[src/rtl/lzwe_pkg.sv]
`default_nettype none
// ----------------------------------------------------------------------------
// lzwe_pkg
// Shared types and constants of the byte-wise lzw encoder.
// ----------------------------------------------------------------------------
package lzwe_pkg;

	localparam int BYTE_W        = 8;
	localparam int CODE_W        = 12;
	localparam int NFC_W         = 13;
	localparam int PAIR_W        = CODE_W + BYTE_W;
	localparam int CODE_SPACE    = 4096;
	localparam int FIRST_LEARNED = 256;
	localparam int DICT_SIZE_DEF = 4096;
	localparam int IN_DEPTH_DEF  = 2;
	localparam int OUT_DEPTH_DEF = 4;

	typedef struct packed {
		logic [BYTE_W-1:0] data_byte;
		logic              end_of_stream;
	} in_item_t;

	typedef struct packed {
		logic [CODE_W-1:0] code_word;
		logic              last_code;
	} out_item_t;

	typedef enum logic [2:0] {
		ST_CLEAR,
		ST_IDLE,
		ST_DICT,
		ST_CHECK,
		ST_LAST
	} core_state_t;

endpackage
`default_nettype wire

[src/rtl/lzwe_fifo.sv]
`default_nettype none
// ----------------------------------------------------------------------------
// lzwe_fifo
// Small register queue with valid/ready on both sides and a two-slot room flag.
// ----------------------------------------------------------------------------
module lzwe_fifo
	import lzwe_pkg::*;
#(
	parameter int WIDTH = 8,
	parameter int DEPTH = 2
) (
	input  wire logic             clk,
	input  wire logic             arst_n,
	input  wire logic             s_valid,
	output logic                  s_ready,
	input  wire logic [WIDTH-1:0] s_data,
	output logic                  m_valid,
	input  wire logic             m_ready,
	output logic      [WIDTH-1:0] m_data,
	output logic                  room2
);

	localparam int PW = (DEPTH > 1) ? $clog2(DEPTH) : 1;
	localparam int CW = $clog2(DEPTH + 1);

	logic [WIDTH-1:0] slots_q [DEPTH];
	logic [PW-1:0]    wr_ptr_q;
	logic [PW-1:0]    rd_ptr_q;
	logic [CW-1:0]    count_q;
	logic             push;
	logic             pop;

	assign s_ready = count_q != CW'(DEPTH);
	assign m_valid = count_q != '0;
	assign m_data  = slots_q[rd_ptr_q];
	assign room2   = count_q <= CW'(DEPTH - 2);
	assign push    = s_valid && s_ready;
	assign pop     = m_valid && m_ready;

	always_ff @(posedge clk) begin
		if (push) begin
			slots_q[wr_ptr_q] <= s_data;
		end
	end

	always_ff @(posedge clk or negedge arst_n) begin
		if (!arst_n) begin
			wr_ptr_q <= '0;
			rd_ptr_q <= '0;
			count_q  <= '0;
		end else begin
			if (push) begin
				wr_ptr_q <= (wr_ptr_q == PW'(DEPTH - 1)) ? '0 : wr_ptr_q + 1'b1;
			end
			if (pop) begin
				rd_ptr_q <= (rd_ptr_q == PW'(DEPTH - 1)) ? '0 : rd_ptr_q + 1'b1;
			end
			case ({push, pop})
				2'b10: count_q <= count_q + 1'b1;
				2'b01: count_q <= count_q - 1'b1;
				default: count_q <= count_q;
			endcase
		end
	end

endmodule
`default_nettype wire

[config.mk]
export PLATFORM = sky130hd
export DESIGN_NAME = lzwe_fifo
export DESIGN_NICKNAME = d
export VERILOG_FILES = /design/src/rtl/lzwe_pkg.sv /design/src/rtl/lzwe_fifo.sv
export SDC_FILE = /design/constraint.sdc
export NUM_CORES = 1
export LEC_CHECK = 0
export BUFFER_PORTS_ARGS = -buffer_cell sky130_fd_sc_hd__buf_2
export CAP_MARGIN = 20
export CORE_UTILIZATION = 30
export DETAILED_ROUTE_END_ITERATION = 8
export GPL_TIMING_DRIVEN = 0
export PLACE_DENSITY = 0.51
export SLEW_MARGIN = 20
export SYNTH_ARGS = -nofsm -noshare
export SYNTH_HDL_FRONTEND = slang
export SYNTH_SLANG_ARGS = --single-unit
[constraint.sdc]
create_clock -name clk -period 2.05 [get_ports clk]
set_input_delay 0.205 -clock clk [delete_from_list [all_inputs] [get_ports clk]]
set_output_delay 0.205 -clock clk [all_outputs]
set_load 0.01 [all_outputs]
* Word level (Yosys, flattened, before mapping) *
Memory sizes are Yosys's and may differ from the RTL's.
Cells that the tools add are included.

word-level totals
  latch bits = 0
  logic and storage cells = 21
  memory bits (writable) = 16
  memories = 1
  input port bits = 12
  register bits = 4
  output and inout bits = 11
  ROM bits = 0

operators by class
  equal/unequal tests = 3
  add/subtract/negate cells = 4
  reduce and logical (&&, ||, !) cells = 4
  bitwise gates (word level) = 0
  order comparisons = 1
  shift operators = 0
  divide/modulo/power cells = 0
  mux-type cells = 5
  $mul = 0

memories
  memory   depth  width  rd ports  clocked after Yosys merged registers in  wr ports  RTL line         RTL
  slots_q  2      8      1         0                                        1         lzwe_fifo.sv:26  logic [WIDTH-1:0] slots_q [DEPTH];

operators by type and width
  operator                                                               number
  1-bit 2-to-1 mux                                                       4
  2-bit one-hot mux with 2 select lines                                  1
  2-bit nonzero test                                                     2
  1-bit adder, second input constant                                     2
  2-bit by 1-bit adder with 2-bit output, second input constant          1
  2-bit by 1-bit equality test with 1-bit output, second input constant  1
  2-bit equality test, second input constant                             1
  2-bit by 1-bit <= comparator with 1-bit output, second input constant  1
  1-bit logical AND                                                      2
  2-bit != test, second input constant                                   1
  2-bit by 1-bit subtractor with 2-bit output, second input constant     1

* Depth between registers and ports, before layout *
Gate-level depths: netlist of run 1.

  depth after elaboration = 4
  depth in mapped cells = 6
  depth with buffers taken out = 6

* Least setup slack after synthesis of run 1 *
No wires, ideal clock.

  path kind = flip-flop to flip-flop
  start point = register count_q[0]
  end point = register count_q[1]
  arrival time = 1402 ps
  cell stages (with the launch flop) = 6
  slack = 569 ps
  required time = 1971 ps
  path buffers = 0
  setup time = 79 ps
  period minus slack after synthesis = 1481 ps
  cell sequence = dfrtp_1 > or2_4 > and2_4 > ha_1 > nor2_1 > xor2_1

on the way
  longest elaborated chain between the ends = 4
  elaborated cells on any way between the ends = 10
  classes of those cells = add/sub: 2; eq/ne: 3; mux: 1; reduce/logical: 4

ends and longest elaborated chain
  item                                                                                          RTL line         RTL
  start, declared                                                                               lzwe_fifo.sv:29  logic [CW-1:0] count_q;
  start signal, assigned                                                                        lzwe_fifo.sv:59  2'b10: count_q <= count_q + 1'b1;
  start signal, assigned                                                                        lzwe_fifo.sv:60  2'b01: count_q <= count_q - 1'b1;
  start signal, assigned                                                                        lzwe_fifo.sv:61  default: count_q <= count_q;
  2-bit nonzero test *                                                                          lzwe_fifo.sv:34  assign m_valid = count_q != '0;
  named net m_valid                                                                             lzwe_fifo.sv:17  output logic m_valid,
  1-bit logical AND *                                                                           lzwe_fifo.sv:38  assign pop = m_valid && m_ready;
  named net pop                                                                                 lzwe_fifo.sv:31  logic pop;
  2-bit by 1-bit equality test with 1-bit output / 2-bit equality test (equally long branches)  lzwe_fifo.sv:58  case ({push, pop})
  2-bit one-hot mux with 2 select lines / 2-bit nonzero test (equally long branches)            n/a

Mark *: on every way through the listed nets, which the timed path passes. The rest lies on a longest branch.
A chain may end at the register's enable or synchronous reset.

* Worst setup path in the final report of run 1 *
  start point = register count_q[0]
  end point = memory slots_q[0][4] (enable)

on the way
  longest elaborated chain between the ends = 4

ends and longest elaborated chain
  item                                    RTL line         RTL
  2-bit != test                           lzwe_fifo.sv:33  assign s_ready = count_q != CW'(DEPTH);
  1-bit logical AND                       lzwe_fifo.sv:37  assign push = s_valid && s_ready;
  1-bit 2-to-1 mux                        lzwe_fifo.sv:41  if (push) begin
  1-bit 2-to-1 mux (implied by the code)  lzwe_fifo.sv:42  slots_q[wr_ptr_q] <= s_data;
  end, declared                           lzwe_fifo.sv:26

No other way between the ends.

==> results of run 1 <==
[synthesized netlist by cell type (all sizes together)]
cell | count | area, sq um
nor2 | 2 | 7.51
mux2 | 8 | 90.1
nand2b | 1 | 6.26
or2 | 1 | 8.76
inv | 1 | 3.75
and2 | 1 | 8.76
xnor2 | 3 | 26.3
ha | 1 | 12.5
xor2 | 2 | 17.5
dfrtp | 4 | 100
and3 | 1 | 6.26
buf | 1 | 5.00
edfxtp | 16 | 480
nand2 | 1 | 3.75
[layer usage]
metal  track usage  vias up
met1         0.112      198
met3        0.0316        0
li1              -      210
met4        0.0395        0
met2         0.152       11
met5             0        -
[path summary, 6_finish.rpt]
| kind | depth (start not counted) | from | end | slack (ns) |
|---|---|---|---|---|
| setup / recovery | 3 | count_q[0] | slots_q[0][4] | 0.44 |
| hold / removal | 1 | s_data[0] | slots_q[1][0] | 0.10 |
| setup reg to reg | 3 | count_q[0] | slots_q[0][4] | 0.44 |
| hold reg to reg | 1 | wr_ptr_q | wr_ptr_q | 0.50 |
| max in group asynchronous | 2 | arst_n | wr_ptr_q | 1.68 |
| min in group asynchronous | 2 | arst_n | count_q[1] | 0.25 |
[registers in the layout (all words and copies together) (netlist names)]
| signal | count |
|---|---|
| rd_ptr_q | 1 |
| count_q | 2 |
| slots_q | 16 |
| wr_ptr_q | 1 |
[layout make-up]
class	instances	area [sq um]	area share
well taps	30	37.5	0.0391
flip-flops and latches	20	581	0.604
repair buffers	23	120	0.125
multi-input cells	21	188	0.195
plain buffers	1	5.00	0.00521
inverters	1	3.75	0.00391
clock buffers	4	26.3	0.0273
[kinds of logic after synthesis]
| kind of cell | Yosys count | synth area share |
|---|---|---|
| mux | 8 | 0.116 |
| xor+xnor | 5 | 0.0564 |
| buf+inv | 2 | 0.0113 |
| flops | 20 | 0.747 |
| fa+ha+maj | 1 | 0.0161 |
| simple gates | 7 | 0.0532 |
[metrics by stage]
step	power (uW)	cells
after detailed placement	1120	95
after global routing	1390	100
after global placement	1120	95
after floorplan	960	43
final	1290	100
after CTS	1310	100
[power breakdown]
part,total (uW),switching (uW),internal [uW]
Combinational,493,248,245
Clock,184,108,75.5
Sequential,611,43.1,568
==> impl_metrics.tcl, run 1 <==
set metrics [dict create \
    cts_max_level 1 \
    fin_crit_sh 0.784 \
    hold_viol_final 0 \
    clk_pin_slew_ns 0.10 \
    met3_length_um 75 \
    drcViolationCount 0 \
    fmax_mhz 622 \
    cts_buffer_depth 2 \
    drt_iter0_markers 0 \
    ctsResizeCount 0 \
    ir_drop_uv 738 \
    cts_tree "built" \
    relSlewSlack 0.547 \
    syn_inst 43 \
    syn_area_sq_um 777 \
    start_kind "flip-flop" \
    final_max_slew_viol_count 0 \
    setup_slack_ns 0.442 \
    max_stage_delay_ns 0.54 \
    synthDistinctLibCells 14 \
    outcome "complete, no violations" \
    viasPerCell 4.19 \
    p_per_area_nw_per_um2 1340 \
    area_growth_pct 23.7 \
    first_pass_iters 1 \
    wl_per_cell_um 11.5 \
    n_antenna_cell 0 \
    finalNetCount 84 \
    fillCellCount 242 \
    portBuffers 22 \
    die_h_um 52.9 \
    holdWs_ns 0.101 \
    min_period_ns 1.61 \
    wl_mm 1.15 \
    antenna_found_initial 0 \
    cts_buffers 3 \
    ys_seq_area_frac 0.747 \
    root_buffer "clkbuf_4" \
    num_vias 419 \
    stdcell_area_sq_um 961 \
    cp_top_family "simple AND/OR/NAND/NOR gates" \
    end_kind "flip-flop" \
    die_area_sq_um 2800 \
    final_cell_mix "buf_2 (23), edfxtp_1 (16), mux2_2 (8)" \
    gr-total-overflow 0 \
    clock_skew_ns 0.00192 \
    highest-signal-layer "met3" \
    core_sq_um 2450 \
    die_x_um 52.9 \
    cts_sinks 20 \
    cts_setup_buffers 0 \
    grt_pass1_vias 387 \
    hold_class "in -> reg" \
    grt_max_degree 12 \
    clock_latency_ns 0.28 \
    crit_arrival_ns 1.54 \
    start_util 0.317 \
    rsz0062_at_grt "no" \
    grt_first_pass_wirelength_mm 1.75 \
    tns_ns 0 \
    syn-num-nets 56 \
    dp_hpwl_um 816 \
    final_common_cell "buf_2" \
    met2_wirelength_um 557 \
    post_dp_cell_area_sq_um 925 \
    yosysWarnings 0 \
    gp_congestion 0.698 \
    met1_length_um 519 \
    crit_fanout 8 \
    cp_slowest_cell "nor2_1" \
    cap_viol_max_count 0 \
    synth_seq_cells 20 \
    path_buf_inv 0 \
    io_pins 23 \
    synth_area_per_cell_sq_um 18.1 \
    ant_nets 0 \
    required_ns 1.98 \
    grt_util_all_layers 0.0935 \
    critPathKind "reg -> reg" \
    final_util 0.391 \
    rows 18 \
    dp_slack_ns 0.429 \
    setup_violations 0 \
    drive_gt1_frac 0.514 \
    path_cells "nand2b_1 > nand2_1 > nor2_1" \
    worst_pin_slew_ns 0.677 \
    p_leak_uw 0.000389 \
    cts_hold_buf 1 \
]
(Power assumes the default switching activity.)
==> run 2, diff against run 1 <==
clock period = 1.62 ns   (was 2.05 ns; I/O delays follow)
==> run 2 against run 1 <==
  * Total power grew 30%
  * Wire length up 0.78%
  * Sequential share of layout area is 1.2 points lower
  * Final cell count grew 2.0%
  * Highest routed layer unchanged
  * Die area did not move
  * Cell area increased by 2.1%
  * Clock-buffer cell count did not move
  * Combinational power grew 38%
  * Critical path depth increased by 3
  * Clock power grew 26%
  * Register-to-register slack got worse by 0.33 ns
  * Via count grew 2.4%
==> impl_metrics.tcl, run 2 (synthesis gave the netlist of run 1 again) <==
set metrics [dict create \
    outcome "complete, no violations" \
    end_kind "flip-flop" \
    top_regs "slots_q: 16 flops, count_q: 2 flops" \
    crit_fanout 3 \
    cts_sinks 20 \
    n_antenna_cell 0 \
    portBuffers 22 \
    critPathKind "reg -> reg" \
    largest-register "slots_q" \
    drive_gt1_frac 0.542 \
    gr-total-overflow 0 \
    setup_violations 0 \
    cts_max_level 1 \
    grt_first_pass_wirelength_mm 1.75 \
    antenna_found_initial 0 \
    clock_latency_ns 0.28 \
    grt_max_degree 12 \
    ant_nets 0 \
    final_max_slew_viol_count 0 \
    cts_buffer_depth 2 \
    die_h_um 52.9 \
    hold_viol_final 0 \
    dp_slack_ns -0.00131 \
    io_pins 23 \
    wl_mm 1.16 \
    cap_viol_max_count 0 \
    p_per_area_nw_per_um2 1710 \
    die_area_sq_um 2800 \
    final_cells 102 \
    worst_pin_slew_ns 0.439 \
    dp_hpwl_um 816 \
    required_ns 1.83 \
    largest_register_ff_count 16 \
    hold_class "in -> reg" \
    relSlewSlack 0.707 \
    rows 18 \
    start_kind "flip-flop" \
    setup_slack_ns 0.111 \
    dp.cells 95 \
    fmax_mhz 663 \
    fin_crit_sh 0.932 \
    cts_buffers 3 \
    wl_per_cell_um 11.4 \
    grt_pass1_vias 387 \
    final_cell_mix "buf_2 (22), edfxtp_1 (16), mux2_2 (8)" \
    final_common_cell "buf_2" \
    gp_congestion 0.698 \
    rsz0062_at_grt "no" \
    clock_skew_ns 0.00242 \
    core_sq_um 2450 \
    first_pass_iters 2 \
    clk_pin_slew_ns 0.10 \
    cts_tree "built" \
    viasPerCell 4.21 \
    num_vias 429 \
    die_x_um 52.9 \
    min_period_ns 1.51 \
    min_path_cells 1 \
    ir_drop_uv 898 \
    start_util 0.317 \
    reg2reg_depth 6 \
    p_leak_uw 0.000400 \
    finalNetCount 86 \
    drcViolationCount 0 \
    fillCellCount 242 \
    root_buffer "clkbuf_4" \
    drt_iter0_markers 2 \
    crit_arrival_ns 1.72 \
    area_growth_pct 26.2 \
    grt_util_all_layers 0.0935 \
]
==> run 2: cell types whose count changed in the layout (fill, tap and decap cells not counted), sizes merged <==
cell,change
buf,+1
clkbuf,+1
==> run 2: repair_timing <==
item | 4_1_cts | 5_1_grt
buffers inserted | 0 | 2
pin swaps | 0 | 2
endpoints found under the hold margin | 4 | 0
hold buffers | 1 | 0
endpoints found under the setup margin | 8 | 2
gates resized for setup | 1 | 1
==> run 2: path summary, 6_finish.rpt <==
| kind | startpoint | end | slack, ns |
|---|---|---|---|
| worst max-delay path | count_q[0] | count_q[1] | 0.11 |
| worst min-delay path | s_data[0] | slots_q[1][0] | 0.06 |
| worst max register to register | count_q[0] | count_q[1] | 0.11 |
| worst min register to register | count_q[1] | count_q[1] | 0.50 |
| max in group asynchronous | arst_n | rd_ptr_q | 1.30 |
| min in group asynchronous | arst_n | count_q[1] | 0.20 |
==> run 2: layout make-up <==
| cell class | instances | area [sq um] | share of cell area |
|---|---|---|---|
| repair buffers | 25 | 135 | 0.138 |
| multi-input cells | 21 | 190 | 0.194 |
| flip-flops and latches | 20 | 581 | 0.592 |
| clock buffers | 4 | 26.3 | 0.0268 |
| well taps | 30 | 37.5 | 0.0383 |
| inverters | 1 | 3.75 | 0.00383 |
| plain buffers | 1 | 7.51 | 0.00765 |
==> run 2: where the power goes <==
part           switching (uW)  internal [uW]  leakage, uW
Combinational             333            349     0.000190
Sequential               47.7            718     0.000195
Clock                     137           95.5    0.0000150
Total                     518           1160     0.000400
==> run 2: metal layers <==
metal / vias up / share of wire / GRT usage
met5: - / 0 / 0
met4: 0 / 0 / 0.0395
met3: 0 / 0.065 / 0.0316
met2: 11 / 0.50 / 0.152
met1: 204 / 0.44 / 0.112
li1: 214 / - / -
==> run 2: worst max-delay path, stage by stage, from the launching register on <==
cell,delay [ns]
dfrtp_1,0.40
or2_4,0.25
and2_4,0.17
ha_1,0.20
xnor2_1,0.12
nor2_1,0.12
xor2_1,0.17
==> run 2: through the flow <==
| step | util | TNS, ns | total power (uW) | area, sq um | hold WS (ns) |
|---|---|---|---|---|---|
| 2_1_floorplan | - | 0 | 1210 | 777 | -0.134 |
| 6_report | 0.400 | 0 | 1680 | 981 | 0.0575 |
| 3_5_place_dp | 0.377 | -0.00906 | 1420 | 925 | -0.0218 |
| 3_3_place_gp | 0.377 | -0.244 | 1410 | 925 | -0.0243 |
| 4_1_cts | 0.392 | 0 | 1660 | 963 | 0.0475 |
| 5_1_grt | 0.400 | 0 | 1800 | 981 | 0.0277 |
==> run 3, diff against run 2 <==
CORE_MARGIN = 5   (was unset)
RECOVER_POWER = 100   (was unset)
==> run 3 against run 2 <==
  * Register-to-register slack got worse by 0.04 ns
  * Setup slack got worse by 0.035 ns
  * Sequential cell count unchanged
  * Via count increased by 2.3%
  * Clock-buffer cell count decreased by 1
  * Total power increased by 8.5%
  * First-iteration DRC count increased to 7.5 times the previous value
  * Clock skew increased by 0.0053 ns
  * Worst hold slack got worse by 0.0059 ns
  * Non-clock buffer count unchanged
  * Critical path depth decreased by 1
  * Combinational power decreased by 4.0%
==> impl_metrics.tcl, run 3 (synthesis gave the netlist of run 1 again) <==
set metrics [dict create \
    gr-total-overflow 0 \
    cp_slowest_cell "dfrtp_1" \
    final_max_slew_viol_count 0 \
    tns_ns 0 \
    largest_register_ff_count 16 \
    cts_tree "built" \
    start_kind "flip-flop" \
    p_leak_uw 0.000372 \
    fin_crit_sh 0.953 \
    viasPerCell 4.30 \
    clock_skew_ns 0.00777 \
    critPathKind "reg -> reg" \
    clk_pin_slew_ns 0.11 \
    area_growth_pct 27.5 \
    end_kind "flip-flop" \
    p_per_area_nw_per_um2 1840 \
    final_common_cell "edfxtp_1" \
    setup_violations 0 \
    worstHoldStart "s_data[4]" \
    dp_hpwl_um 900 \
    required_ns 1.85 \
    top_regs "slots_q: 16 flops, count_q: 2 flops" \
    whs_endpoint "slots_q[1][4]" \
    first_pass_iters 4 \
    grt_pass1_vias 435 \
    cts_buffer_depth 2 \
    portBuffers 22 \
    die_h_um 60.9 \
    rr_startpoint "count_q[0]" \
    drive_gt1_frac 0.361 \
    worst_pin_slew_ns 0.433 \
    wl_mm 1.25 \
    min_period_ns 1.54 \
    hold_viol_final 0 \
    crit_fanout 4 \
    drcViolationCount 0 \
    min_path_cells 1 \
    cap_viol_max_count 0 \
    start_util 0.314 \
    gp_congestion 0.629 \
    cts_max_level 1 \
    crit_arrival_ns 1.77 \
    core_sq_um 2480 \
    cts_sinks 20 \
    r2r-end "count_q[1]" \
    ir_drop_uv 1000 \
    rows 18 \
    outcome "complete, no violations" \
    max_stage_delay_ns 0.42 \
    ant_nets 0 \
    largest-register "slots_q" \
    die_area_sq_um 3710 \
    die_x_um 60.9 \
    finalNetCount 86 \
    relSlewSlack 0.711 \
    grt_first_pass_wirelength_mm 1.95 \
    cts_buffers 3 \
    r2r_slack_ns 0.08 \
    final_cells 102 \
    num_vias 439 \
    dp.cells 95 \
    startpoint "count_q[0]" \
    antenna_found_initial 0 \
    hold_class "in -> reg" \
    fmax_mhz 647 \
    drt_iter0_markers 15 \
    reg2reg_depth 5 \
    clock_latency_ns 0.29 \
    final_cell_mix "edfxtp_1 (16), clkbuf_1 (15), mux2_2 (8)" \
    grt_max_degree 13 \
    grt_util_all_layers 0.0768 \
    io_pins 23 \
    wl_per_cell_um 12.2 \
    path_cells "or2_4 > and2_4 > ha_1 > nor2_2 > xor2_1" \
    root_buffer "clkbuf_4" \
    n_antenna_cell 0 \
]
==> run 3: cell types whose count changed in the layout (fill, tap and decap cells not counted) <==
cell       previous run  this run
buf_2                22         6
clkbuf_1              1        15
bufinv_16             0         1
clkbuf_2              0         1
nor2_1                1         0
nor2_2                1         2
==> run 3: final cells by class <==
class,count,area [sq um]
inverter,1,3.75
tap,30,37.5
sequential,20,581
multi-input combinational,21,193
buffer,1,7.51
clock inverter,1,30.0
clock buffer,3,22.5
fill,253,1490
timing repair buffer,25,116
==> run 3: timing repair <==
item	4_1_cts	5_1_grt
buffers inserted	0	2
setup endpoints to repair	8	4
hold buffers	1	0
cloned	0	0
hold endpoints to repair	4	0
resized for setup	1	2
==> run 3: critical path: cells and delay by family, from the launching register on <==
family / cells / cell delay, ns
xor+xnor: 1 / 0.15
flops: 1 / 0.42
fa+ha+maj: 1 / 0.33
simple gates: 3 / 0.56
==> run 3: worst max path at each step <==
| stage | to | slack, ns | depth (start not counted) |
|---|---|---|---|
| 2_1_floorplan | count_q[1] | 0.14 | 5 |
| 3_3_place_gp | slots_q[0][6] | -0.07 | 3 |
| 3_5_place_dp | slots_q[0][6] | -0.02 | 3 |
| 4_1_cts | count_q[1] | 0.04 | 5 |
| 5_1_grt | count_q[1] | -0.008 | 5 |
| 6_report | count_q[1] | 0.08 | 5 |
==> run 3: power by group <==
| group | switching [uW] | internal [uW] |
|---|---|---|
| Sequential | 55.9 | 718 |
| Combinational | 334 | 321 |
| Clock | 145 | 250 |
| Total | 534 | 1290 |
==> run 3: per-stage QoR <==
stage | setup slack [ns] | total power (uW) | hold WS [ns] | util | area, sq um
floorplan | 0.139 | 1210 | -0.134 | - | 777
global placement | -0.0688 | 1420 | -0.0250 | 0.373 | 925
detailed placement | -0.0234 | 1420 | -0.0233 | 0.373 | 925
CTS | 0.0395 | 1830 | 0.0343 | 0.399 | 990
global route | -0.00757 | 1960 | 0.0131 | 0.400 | 991
finish | 0.0754 | 1820 | 0.0516 | 0.400 | 991
==> run 3: layer usage <==
layer	part of all wire	GRT usage	vias up
li1	-	-	214
met4	0.0096	0.0464	0
met5	0	0	-
met1	0.41	0.0868	207
met2	0.49	0.122	16
met3	0.083	0.0298	2
